File: config.mk
export PLATFORM = sky130hd
export DESIGN_NAME = integer_to_radix_ascii_core
export DESIGN_NICKNAME = d
export VERILOG_FILES = /design/src/design/itc_pkg.sv /design/src/design/itc_serial_div.sv /design/src/design/itc_digit_ram.sv /design/src/design/integer_to_radix_ascii_core.sv
export SDC_FILE = /design/constraint.sdc
export NUM_CORES = 1
export LEC_CHECK = 0
export BUFFER_PORTS_ARGS = -buffer_cell sky130_fd_sc_hd__buf_2
export CELL_PAD_IN_SITES_DETAIL_PLACEMENT = 1
export CELL_PAD_IN_SITES_GLOBAL_PLACEMENT = 1
export CORE_MARGIN = 5
export CORE_UTILIZATION = 48
export CTS_BUF_LIST = sky130_fd_sc_hd__clkbuf_4 sky130_fd_sc_hd__clkbuf_8
export DETAILED_ROUTE_END_ITERATION = 10
export PLACE_DENSITY_LB_ADDON = 0.1
export SKIP_CTS_REPAIR_TIMING = 1
export SLEW_MARGIN = 20
export SYNTH_ARGS = -nofsm -noshare
export SYNTH_HDL_FRONTEND = slang
export SYNTH_SLANG_ARGS = --single-unit
File: constraint.sdc
create_clock -name clk -period 3.6 [get_ports clk]
set_input_delay 0.36 -clock clk [delete_from_list [all_inputs] [get_ports clk]]
set_output_delay 0.36 -clock clk [all_outputs]
set_load 0.005 [all_outputs]
File: src/design/itc_pkg.sv
// ----------------------------------------------------------------------------
// itc_pkg: shared types and constants for the radix-to-ASCII converter
// Digit width, character codes, radix limits and the digit-to-character map.
// ----------------------------------------------------------------------------
package itc_pkg;

    localparam int DIGIT_W = 5;
    localparam int RADIX_W = 6;
    localparam int CHAR_W  = 7;

    localparam logic [CHAR_W-1:0]  CH_NUL      = 7'd0;
    localparam logic [CHAR_W-1:0]  CH_MINUS    = 7'd45;
    localparam logic [CHAR_W-1:0]  CH_ZERO     = 7'd48;
    localparam logic [CHAR_W-1:0]  CH_LETTER_A = 7'd65;
    localparam logic [DIGIT_W-1:0] DIGIT_TEN   = 5'd10;

    localparam logic [RADIX_W-1:0] RADIX_MIN = 6'd2;
    localparam logic [RADIX_W-1:0] RADIX_MAX = 6'd32;
    localparam logic [RADIX_W-1:0] RADIX_TEN = 6'd10;

    typedef logic [DIGIT_W-1:0] digit_t;

    // status of the serial divider toward the sequencer
    typedef struct packed {
        logic   done;
        digit_t remainder;
    } div_stat_t;

    function automatic logic [CHAR_W-1:0] digit_to_ascii(input digit_t d);
        logic [CHAR_W-1:0] dx;
        dx = {{(CHAR_W-DIGIT_W){1'b0}}, d};
        if (d >= DIGIT_TEN)
            return CH_LETTER_A + dx - {{(CHAR_W-DIGIT_W){1'b0}}, DIGIT_TEN};
        else
            return CH_ZERO + dx;
    endfunction

endpackage

File: src/design/itc_serial_div.sv
// ----------------------------------------------------------------------------
// itc_serial_div: bit-serial restoring divider
// Divides a W-bit value by a radix of 2..32, one quotient bit per cycle.
// ----------------------------------------------------------------------------
module itc_serial_div #(
    parameter int W = 32
) (
    input  logic                       clk,
    input  logic                       rst_n,
    input  logic                       start,
    input  logic [W-1:0]               dividend,
    input  logic [itc_pkg::RADIX_W-1:0] divisor,
    output logic [W-1:0]               quotient,
    output itc_pkg::div_stat_t         stat
);

    localparam int CNT_W = (W > 1) ? $clog2(W) : 1;

    logic [W-1:0]               q_reg, q_next;
    itc_pkg::digit_t            r_reg, r_next;
    logic [CNT_W-1:0]           cnt_reg, cnt_next;
    logic                       busy_reg, busy_next;
    logic                       done_reg, done_next;
    logic [itc_pkg::RADIX_W-1:0] trial;
    logic [itc_pkg::RADIX_W-1:0] diff;

    // remainder stays below the divisor (<= 31), so it fits the digit width
    assign trial = {r_reg, q_reg[W-1]};
    assign diff  = trial - divisor;

    always_comb
    begin
        q_next    = q_reg;
        r_next    = r_reg;
        cnt_next  = cnt_reg;
        busy_next = busy_reg;
        done_next = 1'b0;
        if (busy_reg)
        begin
            if (trial >= divisor)
            begin
                r_next = diff[itc_pkg::DIGIT_W-1:0];
                q_next = {q_reg[W-2:0], 1'b1};
            end
            else
            begin
                r_next = trial[itc_pkg::DIGIT_W-1:0];
                q_next = {q_reg[W-2:0], 1'b0};
            end
            cnt_next = cnt_reg + 1'b1;
            if (cnt_reg == CNT_W'(W-1))
            begin
                busy_next = 1'b0;
                done_next = 1'b1;
            end
        end
        else if (start)
        begin
            q_next    = dividend;
            r_next    = '0;
            cnt_next  = '0;
            busy_next = 1'b1;
        end
    end

    always_ff @(posedge clk or negedge rst_n)
    begin
        if (!rst_n)
        begin
            busy_reg <= 1'b0;
            done_reg <= 1'b0;
            cnt_reg  <= '0;
        end
        else
        begin
            busy_reg <= busy_next;
            done_reg <= done_next;
            cnt_reg  <= cnt_next;
        end
    end

    always_ff @(posedge clk)
    begin
        q_reg <= q_next;
        r_reg <= r_next;
    end

    assign quotient       = q_reg;
    assign stat.done      = done_reg;
    assign stat.remainder = r_reg;

endmodule

File: src/design/itc_digit_ram.sv
// ----------------------------------------------------------------------------
// itc_digit_ram: digit store
// One write port, one registered read port, W entries of one digit each.
// ----------------------------------------------------------------------------
module itc_digit_ram #(
    parameter int W = 32
) (
    input  logic                                clk,
    input  logic                                wr_en,
    input  logic [((W > 1) ? $clog2(W) : 1)-1:0] wr_addr,
    input  itc_pkg::digit_t                     wr_data,
    input  logic                                rd_en,
    input  logic [((W > 1) ? $clog2(W) : 1)-1:0] rd_addr,
    output itc_pkg::digit_t                     rd_data
);

    itc_pkg::digit_t mem [W];
    itc_pkg::digit_t rd_data_reg;

    always_ff @(posedge clk)
    begin
        if (wr_en)
            mem[wr_addr] <= wr_data;
        if (rd_en)
            rd_data_reg <= mem[rd_addr];
    end

    assign rd_data = rd_data_reg;

endmodule

File: src/design/integer_to_radix_ascii_core.sv
// ----------------------------------------------------------------------------
// integer_to_radix_ascii_core: signed integer to ASCII digits in radix 2..32
// Digits are found least significant first by a serial divider, kept in a
// small store, then sent most significant first, one character per item.
// ----------------------------------------------------------------------------
//  channel | signals                                   | carries
//  --------+-------------------------------------------+------------------------
//  in      | in_valid, in_ready, number, radix         | value and base
//  out     | out_valid, out_ready, character,          | one character, end mark,
//          | last_char, bad_radix                      | base error flag
//
//  Each digit takes one pass of the bit-serial divider; each character then
//  passes through store read, load and show, plus any stall. A bad base
//  skips the divider and gives a single error item.
//  in_ready is high only between conversions; one item is in work at a time.
//  out_ready low holds the current character; reset clears all control state.
// ----------------------------------------------------------------------------
module integer_to_radix_ascii_core #(
    parameter int VALUE_WIDTH = 32
) (
    input  logic                                 clk,
    input  logic                                 rst_n,
    input  logic                                 in_valid,
    output logic                                 in_ready,
    input  logic signed [VALUE_WIDTH-1:0]        number,
    input  logic [itc_pkg::RADIX_W-1:0]          radix,
    output logic                                 out_valid,
    input  logic                                 out_ready,
    output logic [itc_pkg::CHAR_W-1:0]           character,
    output logic                                 last_char,
    output logic                                 bad_radix
);

    localparam int AW = (VALUE_WIDTH > 1) ? $clog2(VALUE_WIDTH) : 1;
    localparam int CW = $clog2(VALUE_WIDTH + 1);

    localparam logic [2:0] ST_IDLE = 3'd0;
    localparam logic [2:0] ST_DIV  = 3'd1;
    localparam logic [2:0] ST_READ = 3'd2;
    localparam logic [2:0] ST_SHOW = 3'd3;
    localparam logic [2:0] ST_HOLD = 3'd4;

    logic [2:0]                  state_reg, state_next;
    logic [VALUE_WIDTH-1:0]      mag_reg, mag_next;
    logic [CW-1:0]               n_reg, n_next;
    logic                        neg10_reg, neg10_next;
    logic [itc_pkg::RADIX_W-1:0] radix_reg, radix_next;
    logic [itc_pkg::CHAR_W-1:0]  char_reg, char_next;
    logic                        last_reg, last_next;
    logic                        bad_reg, bad_next;

    logic                        accept;
    logic                        out_take;
    logic                        neg_in;
    logic                        radix_ok;
    logic [VALUE_WIDTH-1:0]      mag_in;
    logic [CW-1:0]               n_inc;
    logic [CW-1:0]               n_dec;

    logic                        div_start;
    logic [VALUE_WIDTH-1:0]      div_dividend;
    logic [VALUE_WIDTH-1:0]      div_quot;
    itc_pkg::div_stat_t          div_stat;

    logic                        wr_en;
    logic [AW-1:0]               wr_addr;
    itc_pkg::digit_t             wr_data;
    logic                        rd_en;
    itc_pkg::digit_t             rd_data;

    assign in_ready  = (state_reg == ST_IDLE);
    assign out_valid = (state_reg == ST_HOLD);
    assign accept    = in_valid && in_ready;
    assign out_take  = out_valid && out_ready;

    assign neg_in   = number[VALUE_WIDTH-1];
    assign mag_in   = neg_in ? (~number + 1'b1) : number;
    assign radix_ok = (radix >= itc_pkg::RADIX_MIN) && (radix <= itc_pkg::RADIX_MAX);
    assign n_inc    = n_reg + 1'b1;
    assign n_dec    = n_reg - 1'b1;

    always_comb
    begin
        state_next   = state_reg;
        mag_next     = mag_reg;
        n_next       = n_reg;
        neg10_next   = neg10_reg;
        radix_next   = radix_reg;
        char_next    = char_reg;
        last_next    = last_reg;
        bad_next     = bad_reg;
        div_start    = 1'b0;
        div_dividend = mag_in;
        wr_en        = 1'b0;
        wr_addr      = n_reg[AW-1:0];
        wr_data      = div_stat.remainder;
        rd_en        = 1'b0;

        unique case (state_reg)
            ST_IDLE:
            begin
                if (accept)
                begin
                    if (!radix_ok)
                    begin
                        char_next  = itc_pkg::CH_NUL;
                        last_next  = 1'b1;
                        bad_next   = 1'b1;
                        state_next = ST_HOLD;
                    end
                    else
                    begin
                        radix_next = radix;
                        mag_next   = mag_in;
                        neg10_next = neg_in && (radix == itc_pkg::RADIX_TEN);
                        bad_next   = 1'b0;
                        if (mag_in == '0)
                        begin
                            // zero converts to a single '0' digit
                            wr_en      = 1'b1;
                            wr_addr    = '0;
                            wr_data    = '0;
                            n_next     = CW'(1);
                            state_next = ST_READ;
                        end
                        else
                        begin
                            n_next     = '0;
                            div_start  = 1'b1;
                            state_next = ST_DIV;
                        end
                    end
                end
            end
            ST_DIV:
            begin
                div_dividend = div_quot;
                if (div_stat.done)
                begin
                    wr_en    = 1'b1;
                    n_next   = n_inc;
                    mag_next = div_quot;
                    if ((div_quot == '0) || (n_inc == CW'(VALUE_WIDTH)))
                    begin
                        if (neg10_reg)
                        begin
                            char_next  = itc_pkg::CH_MINUS;
                            last_next  = 1'b0;
                            state_next = ST_HOLD;
                        end
                        else
                        begin
                            state_next = ST_READ;
                        end
                    end
                    else
                    begin
                        div_start = 1'b1;
                    end
                end
            end
            ST_READ:
            begin
                rd_en      = 1'b1;
                n_next     = n_dec;
                state_next = ST_SHOW;
            end
            ST_SHOW:
            begin
                char_next  = itc_pkg::digit_to_ascii(rd_data);
                last_next  = (n_reg == '0);
                state_next = ST_HOLD;
            end
            ST_HOLD:
            begin
                if (out_take)
                    state_next = last_reg ? ST_IDLE : ST_READ;
            end
            default:
            begin
                state_next = ST_IDLE;
            end
        endcase
    end

    always_ff @(posedge clk or negedge rst_n)
    begin
        if (!rst_n)
        begin
            state_reg <= ST_IDLE;
            mag_reg   <= '0;
            n_reg     <= '0;
            neg10_reg <= 1'b0;
            last_reg  <= 1'b0;
            bad_reg   <= 1'b0;
        end
        else
        begin
            state_reg <= state_next;
            mag_reg   <= mag_next;
            n_reg     <= n_next;
            neg10_reg <= neg10_next;
            last_reg  <= last_next;
            bad_reg   <= bad_next;
        end
    end

    always_ff @(posedge clk)
    begin
        radix_reg <= radix_next;
        char_reg  <= char_next;
    end

    itc_serial_div #(
        .W (VALUE_WIDTH)
    ) u_div (
        .clk      (clk),
        .rst_n    (rst_n),
        .start    (div_start),
        .dividend (div_dividend),
        .divisor  ((state_reg == ST_IDLE) ? radix : radix_reg),
        .quotient (div_quot),
        .stat     (div_stat)
    );

    itc_digit_ram #(
        .W (VALUE_WIDTH)
    ) u_ram (
        .clk     (clk),
        .wr_en   (wr_en),
        .wr_addr (wr_addr),
        .wr_data (wr_data),
        .rd_en   (rd_en),
        .rd_addr (n_dec[AW-1:0]),
        .rd_data (rd_data)
    );

    assign character = char_reg;
    assign last_char = last_reg;
    assign bad_radix = bad_reg;

endmodule

# Yosys cells after proc, flatten, opt, wreduce, memory -nomap -nowiden
# Memories as Yosys holds them, arrays and structs flattened. A register that Yosys moved wholly into a read port is not among the register bits.
# Cells that the tools add are included.
dict set report classes {
  add_sub_neg 8
  mux 65
  bitwise_logic 1
  n_reduce_logical 18
  magnitude_cmp 4
  n_eq_ne 15
}
# op n
set op_table {}
lappend op_table {{32-bit 2-to-1 mux} 4}
lappend op_table {{32-bit logical NOT} 2}
lappend op_table {{5-bit 2-to-1 mux} 12}
lappend op_table {{7-bit 2-to-1 mux} 6}
lappend op_table {{32-bit by 1-bit adder with 32-bit output (second input constant)} 1}
lappend op_table {{32-bit NOT} 1}
lappend op_table {{1-bit 2-to-1 mux} 25}
lappend op_table {{6-bit 2-to-1 mux} 4}
lappend op_table {{7-bit one-hot mux with 3 select lines} 1}
lappend op_table {{3-bit 2-to-1 mux} 6}
lappend op_table {{6-bit one-hot mux with 3 select lines} 1}
lappend op_table {{3-bit one-hot mux with 5 select lines} 1}
lappend op_table {{2-bit by 1-bit inequality test with 1-bit output (second input constant)} 5}
lappend op_table {{4-bit AND reduction} 2}
lappend op_table {{6-bit by 5-bit adder with 7-bit output (first input constant)} 1}
lappend op_table {{7-bit by 5-bit adder with 7-bit output (first input constant)} 1}
lappend op_table {{7-bit by 4-bit subtractor with 7-bit output (second input constant)} 1}
lappend op_table {{6-bit by 1-bit adder with 6-bit output (second input constant)} 1}
lappend op_table {{3-bit by 2-bit equality test with 1-bit output (second input constant)} 2}
lappend op_table {{6-bit by 4-bit equality test with 1-bit output (second input constant)} 1}
lappend op_table {{6-bit equality test (second input constant)} 1}
lappend op_table {{6-bit by 2-bit >= comparator with 1-bit output (second input constant)} 1}
lappend op_table {{6-bit >= comparator} 1}
lappend op_table {{6-bit <= comparator (second input constant)} 1}
lappend op_table {{20 further kinds} 29}
dict set report totals {
  regBits 69
  input_bits 42
  ramBits 160
  n_memories 1
}
# memory words width rd rd_clocked_by_memory_dff write_ports line
set mem_list {}
lappend mem_list {u_ram.mem 32 5 1 1 1 itc_digit_ram.sv:17} ;# itc_pkg::digit_t mem [W];

# Depth between registers and ports, before layout
# Gate-level depths: netlist of run 1.
dict set report logic_depth {
  depth_word 10
  ltp_mapped 14
  depth_no_buf 12
}

# Modules after synthesis
# A second synthesis of run 1 with hierarchy kept.
dict set report unflattened {
  cells_unflattened 869
  area_unflattened_um2 11720.0
}
# mod area_each_um2 cells_each seq_area_each_um2 instances
set by_module_without_submodules {}
lappend by_module_without_submodules {itc_digit_ram 6394.9 277 4954.8 1}
lappend by_module_without_submodules {integer_to_radix_ascii_core 3160.5 440 690.7 1}
lappend by_module_without_submodules {itc_serial_div 2164.6 152 1286.2 1}

# Least setup slack after synthesis of run 1
# Ideal clock, no wire load.
dict set report synth_path {
  kind {input port to flip-flop}
  from {in number[25]}
  to {mem u_ram.mem[0][1] in the netlist's numbering, data pin}
  setup_ns 0.465
  path_buffers 1
  required_ns 3.135
  t_arrival_ns 3.636
  path_slack_ns -0.501
  stages 8
  path_cell_list {buf_2 -> or4_4 -> or3_1 -> o41ai_2 -> xnor2_1 -> o21bai_1 -> and4bb_2 -> a21boi_0}
}
dict set report synth_between {
  elab_chain_len 8
}
# element line
set synth_lines {}
lappend synth_lines {{from (decl)} integer_to_radix_ascii_core.sv:25} ;# input logic signed [VALUE_WIDTH-1:0] number,
lappend synth_lines {{32-bit NOT} integer_to_radix_ascii_core.sv:77} ;# assign mag_in = neg_in ? (~number + 1'b1) : number;
lappend synth_lines {{32-bit by 1-bit adder with 32-bit output} integer_to_radix_ascii_core.sv:77}
lappend synth_lines {{32-bit 2-to-1 mux (*)} integer_to_radix_ascii_core.sv:77}
lappend synth_lines {{32-bit logical NOT (*)} integer_to_radix_ascii_core.sv:117} ;# if (mag_in == '0)
lappend synth_lines {{5-bit 2-to-1 mux (*)} integer_to_radix_ascii_core.sv:117}
lappend synth_lines {{5-bit 2-to-1 mux (*)} integer_to_radix_ascii_core.sv:104} ;# if (!radix_ok)
lappend synth_lines {{5-bit 2-to-1 mux (*)} integer_to_radix_ascii_core.sv:102} ;# if (accept)
lappend synth_lines {{5-bit 2-to-1 mux (*)} integer_to_radix_ascii_core.sv:99} ;# unique case (state_reg)
lappend synth_lines {{named net u_ram.wr_data[1]} itc_digit_ram.sv:11} ;# input itc_pkg::digit_t wr_data,
lappend synth_lines {{to (decl)} itc_digit_ram.sv:17}
# Mark *: on every way through the listed nets, which the timed path passes. The rest lies on a longest branch.

# Final worst setup path of run 1
dict set report layout_path {
  from {in number[1]}
  to {mem u_ram.mem[1][2] in the netlist's numbering (enable)}
}
dict set report layout_between {
  elab_chain_len 10
  elab_cells_between_ends 14
  cone_classes {add/sub: 1; mux: 11; bitwise: 1; reduce/logical: 1}
}
# element line
set layout_lines {}
lappend layout_lines {{32-bit NOT} integer_to_radix_ascii_core.sv:77}
lappend layout_lines {{32-bit by 1-bit adder with 32-bit output} integer_to_radix_ascii_core.sv:77}
lappend layout_lines {{32-bit 2-to-1 mux (*)} integer_to_radix_ascii_core.sv:77}
lappend layout_lines {{32-bit logical NOT (*)} integer_to_radix_ascii_core.sv:117}
lappend layout_lines {{1-bit 2-to-1 mux} integer_to_radix_ascii_core.sv:117}
lappend layout_lines {{1-bit 2-to-1 mux} integer_to_radix_ascii_core.sv:104}
lappend layout_lines {{1-bit 2-to-1 mux} integer_to_radix_ascii_core.sv:102}
lappend layout_lines {{1-bit one-hot mux with 2 select lines} integer_to_radix_ascii_core.sv:99}
lappend layout_lines {{1-bit 2-to-1 mux} itc_digit_ram.sv:22} ;# if (wr_en)
lappend layout_lines {{1-bit 2-to-1 mux (not written as such)} itc_digit_ram.sv:23} ;# mem[wr_addr] <= wr_data;
# Every way passes the cells marked *; elsewhere a longest branch is shown, timed or not.

==> run_results.csv, run 1 <==
group,metric,value,unit
route,dr_total_vias,7615,
sta,setup_violations,0,
grt,met2_usage,34.9,%
die,chipWidth,165,µm
route,drc_errors,0,
finish,drive_gt1_share,25.6,%
place,numPortBuffers,52,
critical_path,r2r-start,"state_reg[2]$_DFFE_PN0P_",
synth,ys_top_cells_by_count,"edfxtp_1 (215), nand2_1 (67), nor2_1 (62)",
sta,finalHoldWorstSlack,22.4,ps
cts,cts_htree_levels,2,
die,io_pins,53,
grt,overflow,0,
synth,post-synth-top-count-cell,"edfxtp_1",
cts,worstSkewPairLatency,550,ps
hold_path,hold_path_depth,2,
finish,diodes,0,
grt,met3_usage,4.67,%
sta,relSlewSlack,40.1,%
cts,cts_tree,"yes",
place,dpl_cell_area,12300,µm²
cts,clock_sinks,234,
sta,drv_slew,0,
power_and_ir_drop,finalPower,0.0104,W
route,drt-initial-drc-count,957,
sta,worstMarginPinSlew,898,ps
die,initial_core_util,48.8,%
finish,seqCellArea,6930,µm²
synth,synthFlopType,"edfxtp_1",
critical_path,cp.arrival,3370,ps
sta,finalSetupTns,0,ps
critical_path,r2r_slack,440,ps
synth,synth_nets,897,
synth,synth_top_area_share,56.2,%
power_and_ir_drop,power_leakage,4.56,nW
die,core_region_area,23500,µm²
hold_path,min_to,"state_reg[2]$_DFFE_PN0P_",
critical_path,path_max_fanout,12,
finish,largest-register,"u_ram.mem",
finish,largest_reg_flops,160,
synth,async_flop_share,8.12,%
synth,syn_inst,841,
job,maxCapViolations,0,
critical_path,rr_worst_depth,13,
cts,cts.reportedPaths.clkPinSlew,60,ps
hold_path,hp-start,"out_ready",
route,vias_per_cell,5.99,
finish,final_cell_area,13100,µm²
die,rows,56,
synth,yosysWarningCount,0,
synth,synth_edf_count,215,
sta,max_clock_freq,313,MHz
sta,hold_viol_final,0,
hold_path,min_path_type,"in2reg",
critical_path,required,3770,ps
route,antenna_left,0,
finish,areaGrowthSynthToFinish,14.2,%
power_and_ir_drop,peakVddDrop,395,µV
finish,fin_nets,980,
synth,synth_area_leaders,"edfxtp_1 (56%), mux4_2 (9.8%), dfrtp_1 (4.1%), o21ai_0 (2.3%), nand2_1 (2.2%)",
grt,grt_pass1_vias,8050,
place,gp_congestion,0.858,
outcome,outcome,"finished clean",
grt,grt_pass1_wl,47600,µm
grt,use_met1,34.6,%
die,dieArea,27100,µm²
grt,grt_antenna_before_repair,1,
synth,yosys.area.top_type,"edfxtp_1",
synth,seq_area_frac_synth,60.4,%
route,wl,30200,µm
grt,globalRouteTotalUtil,23.0,%
critical_path,rr_endpoint,"u_div.r_reg[2]$_SDFFCE_PN0P_",
critical_path,setup.worst_path.class,"in2reg",
sta,post-route-min-period,3200,ps
synth,ys_ff_latch,234,
finish,fillers,2362,
route,wire_per_inst,23.8,µm
grt,grt_max_degree,48,
finish,multi_input_area,4280,µm²
synth,syn_avg_cell_area,13.7,µm²
finish,utilization,55.7,%
place,place_hpwl,21200,µm
cts,cts_buffers,40,
grt,grt_most_used_layer,"met2",
cts,cts-root-buf,"clkbuf_8",
critical_path,start_kind,"input port",
sta,rsz0062_at_grt,"no",
power_and_ir_drop,p_per_area,794,nW/µm²
sta,fin_worst_skew,36.4,ps
cts,ctsLongestPathBuffers,3,
route,first_pass_iters,5,
sta,min_period_over_period,88.8,%
synth,synth_area,11500,µm²
synth,ys_types,72,
die,die-height,165,µm
critical_path,end_kind,"flip-flop",
[layer usage]
layer / vias up / wire, µm
met2: 256 / 13700
met5: - / 0
met4: 0 / 464
met3: 39 / 2030
met1: 3886 / 14100
li1: 3434 / -
[power breakdown]
part,switching [W],internal (W),leakage (nW),total [W]
Combinational,0.00218,0.00174,1.92,0.00392
Sequential,0.000366,0.00381,2.24,0.00417
Clock,0.00108,0.00124,0.403,0.00232
[layout by cell type (no fill, tap or decap), types with 22 or more instances in the layout]
cell type and count:
inv_1 24, clkbuf_8 41, nor2_1 62, a21oi_1 22
buf_2 52, edfxtp_1 215, mux4_2 50, o21ai_0 53
nand2_1 67, buf_4 29
[cell families (layout without fill, tap and decap cells)]
logic type	count (synthesis)	after routing	share of synthesized area [%]
buffers and inverters	73	184	2.56
XOR/XNOR	38	38	2.90
adder cells (fa/ha/maj)	14	14	1.59
AO/OA/AOI/OAI	148	148	8.47
multiplexers	76	76	12.2
AND/OR/NAND/NOR	258	258	11.9
flip-flops	234	234	60.4
[stage by stage]
| step | setup slack, ps | std cells |
|---|---|---|
| final | 403 | 1271 |
| after global routing | 52.3 | 1271 |
| after detailed placement | -65.4 | 1200 |
| after CTS | 417 | 1270 |
| after global placement | 95.8 | 1200 |
| after floorplan | -501 | 841 |
[how the worst max path moves through the flow]
stage,start,to,slack [ps],cells after the start
5_1_grt,state_reg[2]$_DFFE_PN0P_,u_div.r_reg[2]$_SDFFCE_PN0P_,50,13
6_report,number[1],u_ram.mem[1][2]$_DFFE_PP_,400,9
2_1_floorplan,number[25],u_ram.mem[0][1]$_DFFE_PP_,-500,8
3_5_place_dp,number[1],u_ram.mem[1][0]$_DFFE_PP_,-70,9
3_3_place_gp,number[0],u_ram.mem[0][0]$_DFFE_PP_,100,13
4_1_cts,state_reg[2]$_DFFE_PN0P_,u_div.r_reg[2]$_SDFFCE_PN0P_,420,13
[area by class of cell]
type | instances | share of cell area [%]
clock buffers | 51 | 4.88
clock inverters | 19 | 0.925
inverters | 24 | 0.687
multi-input cells | 534 | 32.7
flip-flops and latches | 234 | 52.9
well taps | 319 | 3.04
repair buffers | 90 | 4.94
[critical path, stage by stage]
cell	delay (ps)
buf_2	120
or3_1	480
or2_2	430
o41a_1	360
xnor2_1	450
nand3_1	210
and4bb_2	370
a21bo_2	150
nor2b_1	430
(Power assumes the default switching activity.)
==> inputs of run 2 (changes only) <==
--- a/config.mk
+++ b/config.mk
@@ -5,11 +5,12 @@
 export SDC_FILE = /design/constraint.sdc
 export NUM_CORES = 1
 export LEC_CHECK = 0
+export ABC_AREA = 1
 export BUFFER_PORTS_ARGS = -buffer_cell sky130_fd_sc_hd__buf_2
 export CELL_PAD_IN_SITES_DETAIL_PLACEMENT = 1
 export CELL_PAD_IN_SITES_GLOBAL_PLACEMENT = 1
 export CORE_MARGIN = 5
-export CORE_UTILIZATION = 48
+export CORE_UTILIZATION = 46
 export CTS_BUF_LIST = sky130_fd_sc_hd__clkbuf_4 sky130_fd_sc_hd__clkbuf_8
 export DETAILED_ROUTE_END_ITERATION = 10
 export PLACE_DENSITY_LB_ADDON = 0.1
@@ -18,3 +19,4 @@
 export SYNTH_ARGS = -nofsm -noshare
 export SYNTH_HDL_FRONTEND = slang
 export SYNTH_SLANG_ARGS = --single-unit
+export TNS_END_PERCENT = 5
==> run 2 against run 1 <==
  * Sequential share of layout area down 0.86 points
  * Largest cell class unchanged
  * Count of clock-buffer cells in the layout up 5
  * Sequential power down 12%
==> run_results.csv, run 2 <==
group,metric,value,unit
outcome,outcome,"finished clean",
finish,drive_gt1_share,16.2,%
synth,async_flop_share,8.12,%
synth,yosysWarningCount,0,
critical_path,setup.worst_path.class,"reg2reg",
place,gp_congestion,0.825,
route,wire_per_inst,19.9,µm
sta,finalSetupTns,0,ps
critical_path,required,3900,ps
grt,grt_most_used_layer,"met2",
finish,fin_nets,1299,
synth,synth_area_leaders,"edfxtp_1 (56%), nor2_1 (7.2%), nand2_1 (5.7%), o21ai_0 (4.2%), dfrtp_1 (4.1%)",
sta,setup_ws,514,ps
finish,layout_commonest_cell,"nor2_1",
route,antenna_left,0,
power_and_ir_drop,power_leakage,5.13,nW
synth,yosys.area.top_type,"edfxtp_1",
critical_path,start_kind,"flip-flop",
synth,syn_avg_cell_area,10.2,µm²
synth,post-synth-top-count-cell,"nor2_1",
cts,cts_buffers,43,
synth,seq_area_frac_synth,60.0,%
cts,cts-root-buf,"clkbuf_8",
synth,synth_compound_area_share,11.2,%
critical_path,end_kind,"flip-flop",
critical_path,cp.arrival,3390,ps
die,io_pins,53,
synth,ys_ff_latch,234,
grt,overflow,0,
grt,grt_pass1_vias,9120,
place,place_inst,1523,
route,vias_per_cell,5.50,
sta,drv_slew,0,
grt,met2_usage,34.4,%
cts,worstSkewPairLatency,580,ps
place,dp_slack,166,ps
sta,relSlewSlack,35.1,%
finish,areaGrowthSynthToFinish,15.5,%
synth,synthXorXnorAreaFrac,0.986,%
finish,largest_reg_flops,160,
grt,grt_pass1_wl,50400,µm
place,numPortBuffers,52,
sta,fin_worst_skew,40.4,ps
finish,final_cells,1604,
die,rows,58,
grt,use_met1,32.7,%
cts,cts_htree_levels,2,
hold_path,min_path_type,"in2reg",
grt,globalRouteTotalUtil,22.3,%
cts,cts.reportedPaths.clkPinSlew,70,ps
cts,clock_sinks,234,
power_and_ir_drop,finalPower,0.00982,W
die,die-height,168,µm
synth,synth_nets,1193,
synth,synth-simple-area-share,19.8,%
job,maxCapViolations,0,
synth,synth_mux_area_share,1.73,%
synth,synth_adder_area_share,1.58,%
place,place_hpwl,21900,µm
critical_path,path_max_fanout,10,
route,drc_errors,0,
cts,ctsLongestPathBuffers,3,
finish,layout_common_cells,"nor2_1 (223), edfxtp_1 (215), nand2_1 (176)",
synth,synth_area,11500,µm²
die,chipWidth,168,µm
synth,ys_types,50,
finish,utilization,53.4,%
sta,min_period_over_period,85.7,%
synth,ys_top_cells_by_count,"nor2_1 (223), edfxtp_1 (215), nand2_1 (176)",
sta,rsz0062_at_grt,"no",
route,dr_total_vias,8818,
sta,max_clock_freq,324,MHz
cts,cts_tree,"yes",
finish,largest-register,"u_ram.mem",
route,first_pass_iters,5,
power_and_ir_drop,peakVddDrop,666,µV
sta,setup_violations,0,
finish,diodes,0,
route,drt-initial-drc-count,615,
power_and_ir_drop,p_per_area,737,nW/µm²
die,initial_core_util,46.3,%
grt,grt_max_degree,85,
sta,worstMarginPinSlew,973,ps
grt,met3_usage,4.20,%
synth,synth_top_area_share,55.9,%
route,wl,31800,µm
die,core_region_area,25000,µm²
grt,grt_antenna_before_repair,0,
die,dieArea,28400,µm²
synth,syn_inst,1137,
sta,hold_viol_final,0,
synth,synth_top_family_by_area,"simple AND/OR/NAND/NOR gates",
sta,post-route-min-period,3090,ps
synth,synth_edf_count,215,
synth,synthFlopType,"edfxtp_1",
finish,fillers,2856,
-- run 2: metal layers --
metal  share of wire (%)  up-vias  wire length, µm
li1                    -     4256                -
met4                 1.8        0              588
met5                   0        -                0
met2                  45      193            14300
met1                  48     4319            15200
met3                 5.4       50             1740
-- run 2: report_power, final --
part | total (W) | internal [W] | switching (W)
sequential | 0.00365 | 0.00343 | 0.000225
clock | 0.00255 | 0.00142 | 0.00113
combinational | 0.00362 | 0.00108 | 0.00253
total | 0.00982 | 0.00593 | 0.00389
-- run 2: metrics by stage --
stage	hold WS, ps	cell area (µm²)
after floorplan	64.4	11500
after global placement	344	12400
after detailed placement	345	12400
after CTS	-271	13300
after global routing	4.50	13300
final	31.5	13300
-- run 2: area by class of cell --
| cell class | instances | area, µm² | share of cell area (%) |
|---|---|---|---|
| Multi-Input combinational cell | 768 | 4080 | 30.6 |
| Tap cell | 330 | 413 | 3.10 |
| Sequential cell | 234 | 6930 | 52.0 |
| Clock buffer | 56 | 696 | 5.22 |
| Inverter | 88 | 330 | 2.48 |
| Clock inverter | 20 | 160 | 1.20 |
| Timing Repair Buffer | 108 | 718 | 5.39 |
-- run 2: worst paths after layout --
| check | startpoint | endpoint | slack, ps | depth (start not counted) |
|---|---|---|---|---|
| max | state_reg[1]$_DFFE_PN0P_ | u_div.r_reg[3]$_SDFFCE_PN0P_ | 510 | 13 |
| min | radix[5] | radix_reg[5]$_DFFE_PP_ | 30 | 1 |
| max reg2reg | state_reg[1]$_DFFE_PN0P_ | u_div.r_reg[3]$_SDFFCE_PN0P_ | 510 | 13 |
| min reg2reg | bad_radix$_DFFE_PN0P_ | bad_radix$_DFFE_PN0P_ | 510 | 2 |
| max in group asynchronous | rst_n | n_reg[0]$_DFFE_PN0P_ | 2950 | 2 |
| min in group asynchronous | rst_n | u_div.cnt_reg[3]$_DFFE_PN0P_ | 270 | 2 |
-- run 2: worst max-delay path: stages, from the launching register on --
cell and delay (ps):
dfrtp_1 400, nor2_1 170, inv_1 80, nor2_2 360, inv_1 220, o21ai_0 350
inv_1 110, fa_1 450, inv_1 90, nand3_1 80, nand3_1 280, inv_1 100
nand2_1 70, a21oi_1 60
-- run 2: cell families after synthesis --
group           count (synthesis)
buf+inv                       135
mux                            20
xor+xnor                       13
fa+ha+maj                      14
compound gates                208
flops                         234
simple gates                  513
==> inputs of run 3 (changes only) <==
--- a/config.mk
+++ b/config.mk
@@ -10,10 +10,10 @@
 export CELL_PAD_IN_SITES_DETAIL_PLACEMENT = 1
 export CELL_PAD_IN_SITES_GLOBAL_PLACEMENT = 1
 export CORE_MARGIN = 5
-export CORE_UTILIZATION = 46
+export CORE_UTILIZATION = 51
 export CTS_BUF_LIST = sky130_fd_sc_hd__clkbuf_4 sky130_fd_sc_hd__clkbuf_8
 export DETAILED_ROUTE_END_ITERATION = 10
-export PLACE_DENSITY_LB_ADDON = 0.1
+export PLACE_DENSITY_LB_ADDON = 0.2
 export SKIP_CTS_REPAIR_TIMING = 1
 export SLEW_MARGIN = 20
 export SYNTH_ARGS = -nofsm -noshare
==> constraint.sdc (replaced) <==
create_clock -name clk -period 3.3 [get_ports clk]
set_input_delay 0.33 -clock clk [delete_from_list [all_inputs] [get_ports clk]]
set_output_delay 0.33 -clock clk [all_outputs]
set_load 0.005 [all_outputs]
==> run 3 against run 2 <==
  * Combinational power up 15%
  * Hold slack got worse by 20 ps
  * Core utilization increased by 5.7 points
  * First-iteration DRC count up 29%
  * Die area is 9.2% lower
  * Clock power rose by 9.8%
  * Sequential power increased by 9.0%
  * Total power up 11%
  * Register-to-register slack worse by 230 ps
  * Sequential share of layout area up 0.26 points
  * Critical path type unchanged
  * Critical endpoint is now u_ram.mem[14][1]$_DFFE_PP_
  * Highest routed layer unchanged
==> run_results.csv, run 3 (synthesized netlist as in run 2, its figures left out) <==
group,metric,value,unit
power_and_ir_drop,p_sw,0.00434,W
die,initial_core_util,51.5,%
sta,finalSetupTns,0,ps
route,highest_layer,"met4",
route,first_pass_iters,5,
finish,final_cells,1552,
finish,final_cell_area,13300,µm²
sta,setup_violations,0,
power_and_ir_drop,power_leakage,5.11,nW
critical_path,slowest_delay,540,ps
finish,largest-register,"u_ram.mem",
critical_path,required,3490,ps
die,core_region_area,22400,µm²
cts,clock_sinks,234,
die,io_pins,53,
grt,grt_pass1_vias,9635,
finish,fillers,2484,
sta,post-route-min-period,3010,ps
route,drc_errors,0,
grt,grt_pass1_wl,53400,µm
route,drt-initial-drc-count,795,
finish,diodes,0,
cts,cts_htree_levels,2,
cts,worstSkewPairLatency,550,ps
sta,rsz0062_at_grt,"no",
critical_path,r2r_slack,290,ps
critical_path,start_kind,"flip-flop",
finish,layout_common_cells,"nor2_1 (223), edfxtp_1 (215), nand2_1 (176)",
grt,grt_antenna_before_repair,0,
place,place_inst,1476,
place,dpl_cell_area,12400,µm²
power_and_ir_drop,p_per_area,824,nW/µm²
die,dieArea,25800,µm²
sta,worstMarginPinSlew,816,ps
place,place_hpwl,22900,µm
cts,cts-root-buf,"clkbuf_8",
critical_path,path_common_cell,"nor2_1",
grt,globalRouteTotalUtil,25.9,%
finish,fin_nets,1291,
critical_path,setup.worst_path.class,"reg2reg",
cts,cts_buffers,40,
power_and_ir_drop,swShare,39.7,%
finish,largest_reg_flops,160,
critical_path,crit_slowest_cell,"nor2_1",
power_and_ir_drop,combPwrFrac,38.0,%
grt,overflow,0,
hold_path,min_path_type,"in2reg",
power_and_ir_drop,power_frac_seq,36.4,%
route,dr_total_vias,9115,
route,wire_per_inst,21.5,µm
job,maxCapViolations,0,
die,die-height,160,µm
route,wl,33300,µm
place,gp_congestion,0.860,
critical_path,path_max_fanout,8,
cts,ctsLongestPathBuffers,3,
die,rows,55,
route,wl_met3,2040,µm
cts,cts_tree,"yes",
place,numPortBuffers,52,
route,antenna_left,0,
power_and_ir_drop,peakVddDrop,416,µV
route,met2WireLength,15900,µm
route,vias_per_cell,5.87,
sta,min_period_over_period,91.3,%
sta,drv_slew,0,
die,chipWidth,160,µm
critical_path,end_kind,"flip-flop",
sta,max_clock_freq,332,MHz
sta,relSlewSlack,45.6,%
finish,drive_gt1_share,16.3,%
route,wl_met1,14700,µm
cts,cts.reportedPaths.clkPinSlew,60,ps
finish,utilization,59.1,%
outcome,outcome,"finished clean",
finish,areaGrowthSynthToFinish,14.9,%
power_and_ir_drop,power_frac_clock,25.6,%
critical_path,path_cells,"nor2_1, inv_1, nor2_1, clkinv_1, nor2_1, nand4_2, nor2_1",
sta,hold_viol_final,0,
power_and_ir_drop,power.internal,0.00659,W
sta,fin_worst_skew,21.5,ps
critical_path,cp.arrival,3200,ps
finish,layout_commonest_cell,"nor2_1",
grt,grt_max_degree,88,
## run 3: final timing paths
path                            depth (start not counted)                         end                startpoint
min in group asynchronous                               2        n_reg[3]$_DFFE_PN0P_                     rst_n
worst min register to register                          2       bad_radix$_DFFE_PN0P_     bad_radix$_DFFE_PN0P_
worst min-delay path                                    1      radix_reg[2]$_DFFE_PP_                  radix[2]
worst max register to register                          7  u_ram.mem[14][1]$_DFFE_PP_  state_reg[2]$_DFFE_PN0P_
worst max-delay path                                    7  u_ram.mem[14][1]$_DFFE_PP_  state_reg[2]$_DFFE_PN0P_
max in group asynchronous                               2        n_reg[0]$_DFFE_PN0P_                     rst_n
## run 3: through the flow
stage,setup slack [ps],hold WS (ps),power (W)
global placement,157,312,0.00793
global route,80.9,0.563,0.0115
finish,287,11.1,0.0109
detailed placement,-89.0,318,0.00807
floorplan,494,34.4,0.00657
CTS,237,-262,0.0109
## run 3: power by group through the flow
stage | sequential [W] | combinational (W) | clock, W
2_1_floorplan | 0.00389 | 0.00268 | 0
3_3_place_gp | 0.00402 | 0.00391 | 0
3_5_place_dp | 0.00403 | 0.00404 | 0
4_1_cts | 0.00398 | 0.00412 | 0.00284
5_1_grt | 0.00400 | 0.00448 | 0.00298
6_report | 0.00398 | 0.00415 | 0.00280
## run 3: worst max-delay path: cells and delay by family (launching register included)
family	cells	cell delay, ps
buffers and inverters	2	290
and+or+nand+nor	5	1910
DFF	1	460
## run 3: cell type report
cell class                 instances  area (µm²)  area share (%)
sequential                       234        6930            52.3
timing repair buffer             103         698            5.26
inverter                          88         330            2.49
multi-input combinational        768        4090            30.8
tap                              285         357            2.69
clock inverter                    15         129           0.972
clock buffer                      59         731            5.51
## run 3: routing by layer
| layer | global-route usage (%) | vias up |
|---|---|---|
| met1 | 36.7 | 4511 |
| met5 | 0 | - |
| li1 | - | 4238 |
| met3 | 4.13 | 59 |
| met2 | 42.1 | 307 |
| met4 | 6.80 | 0 |
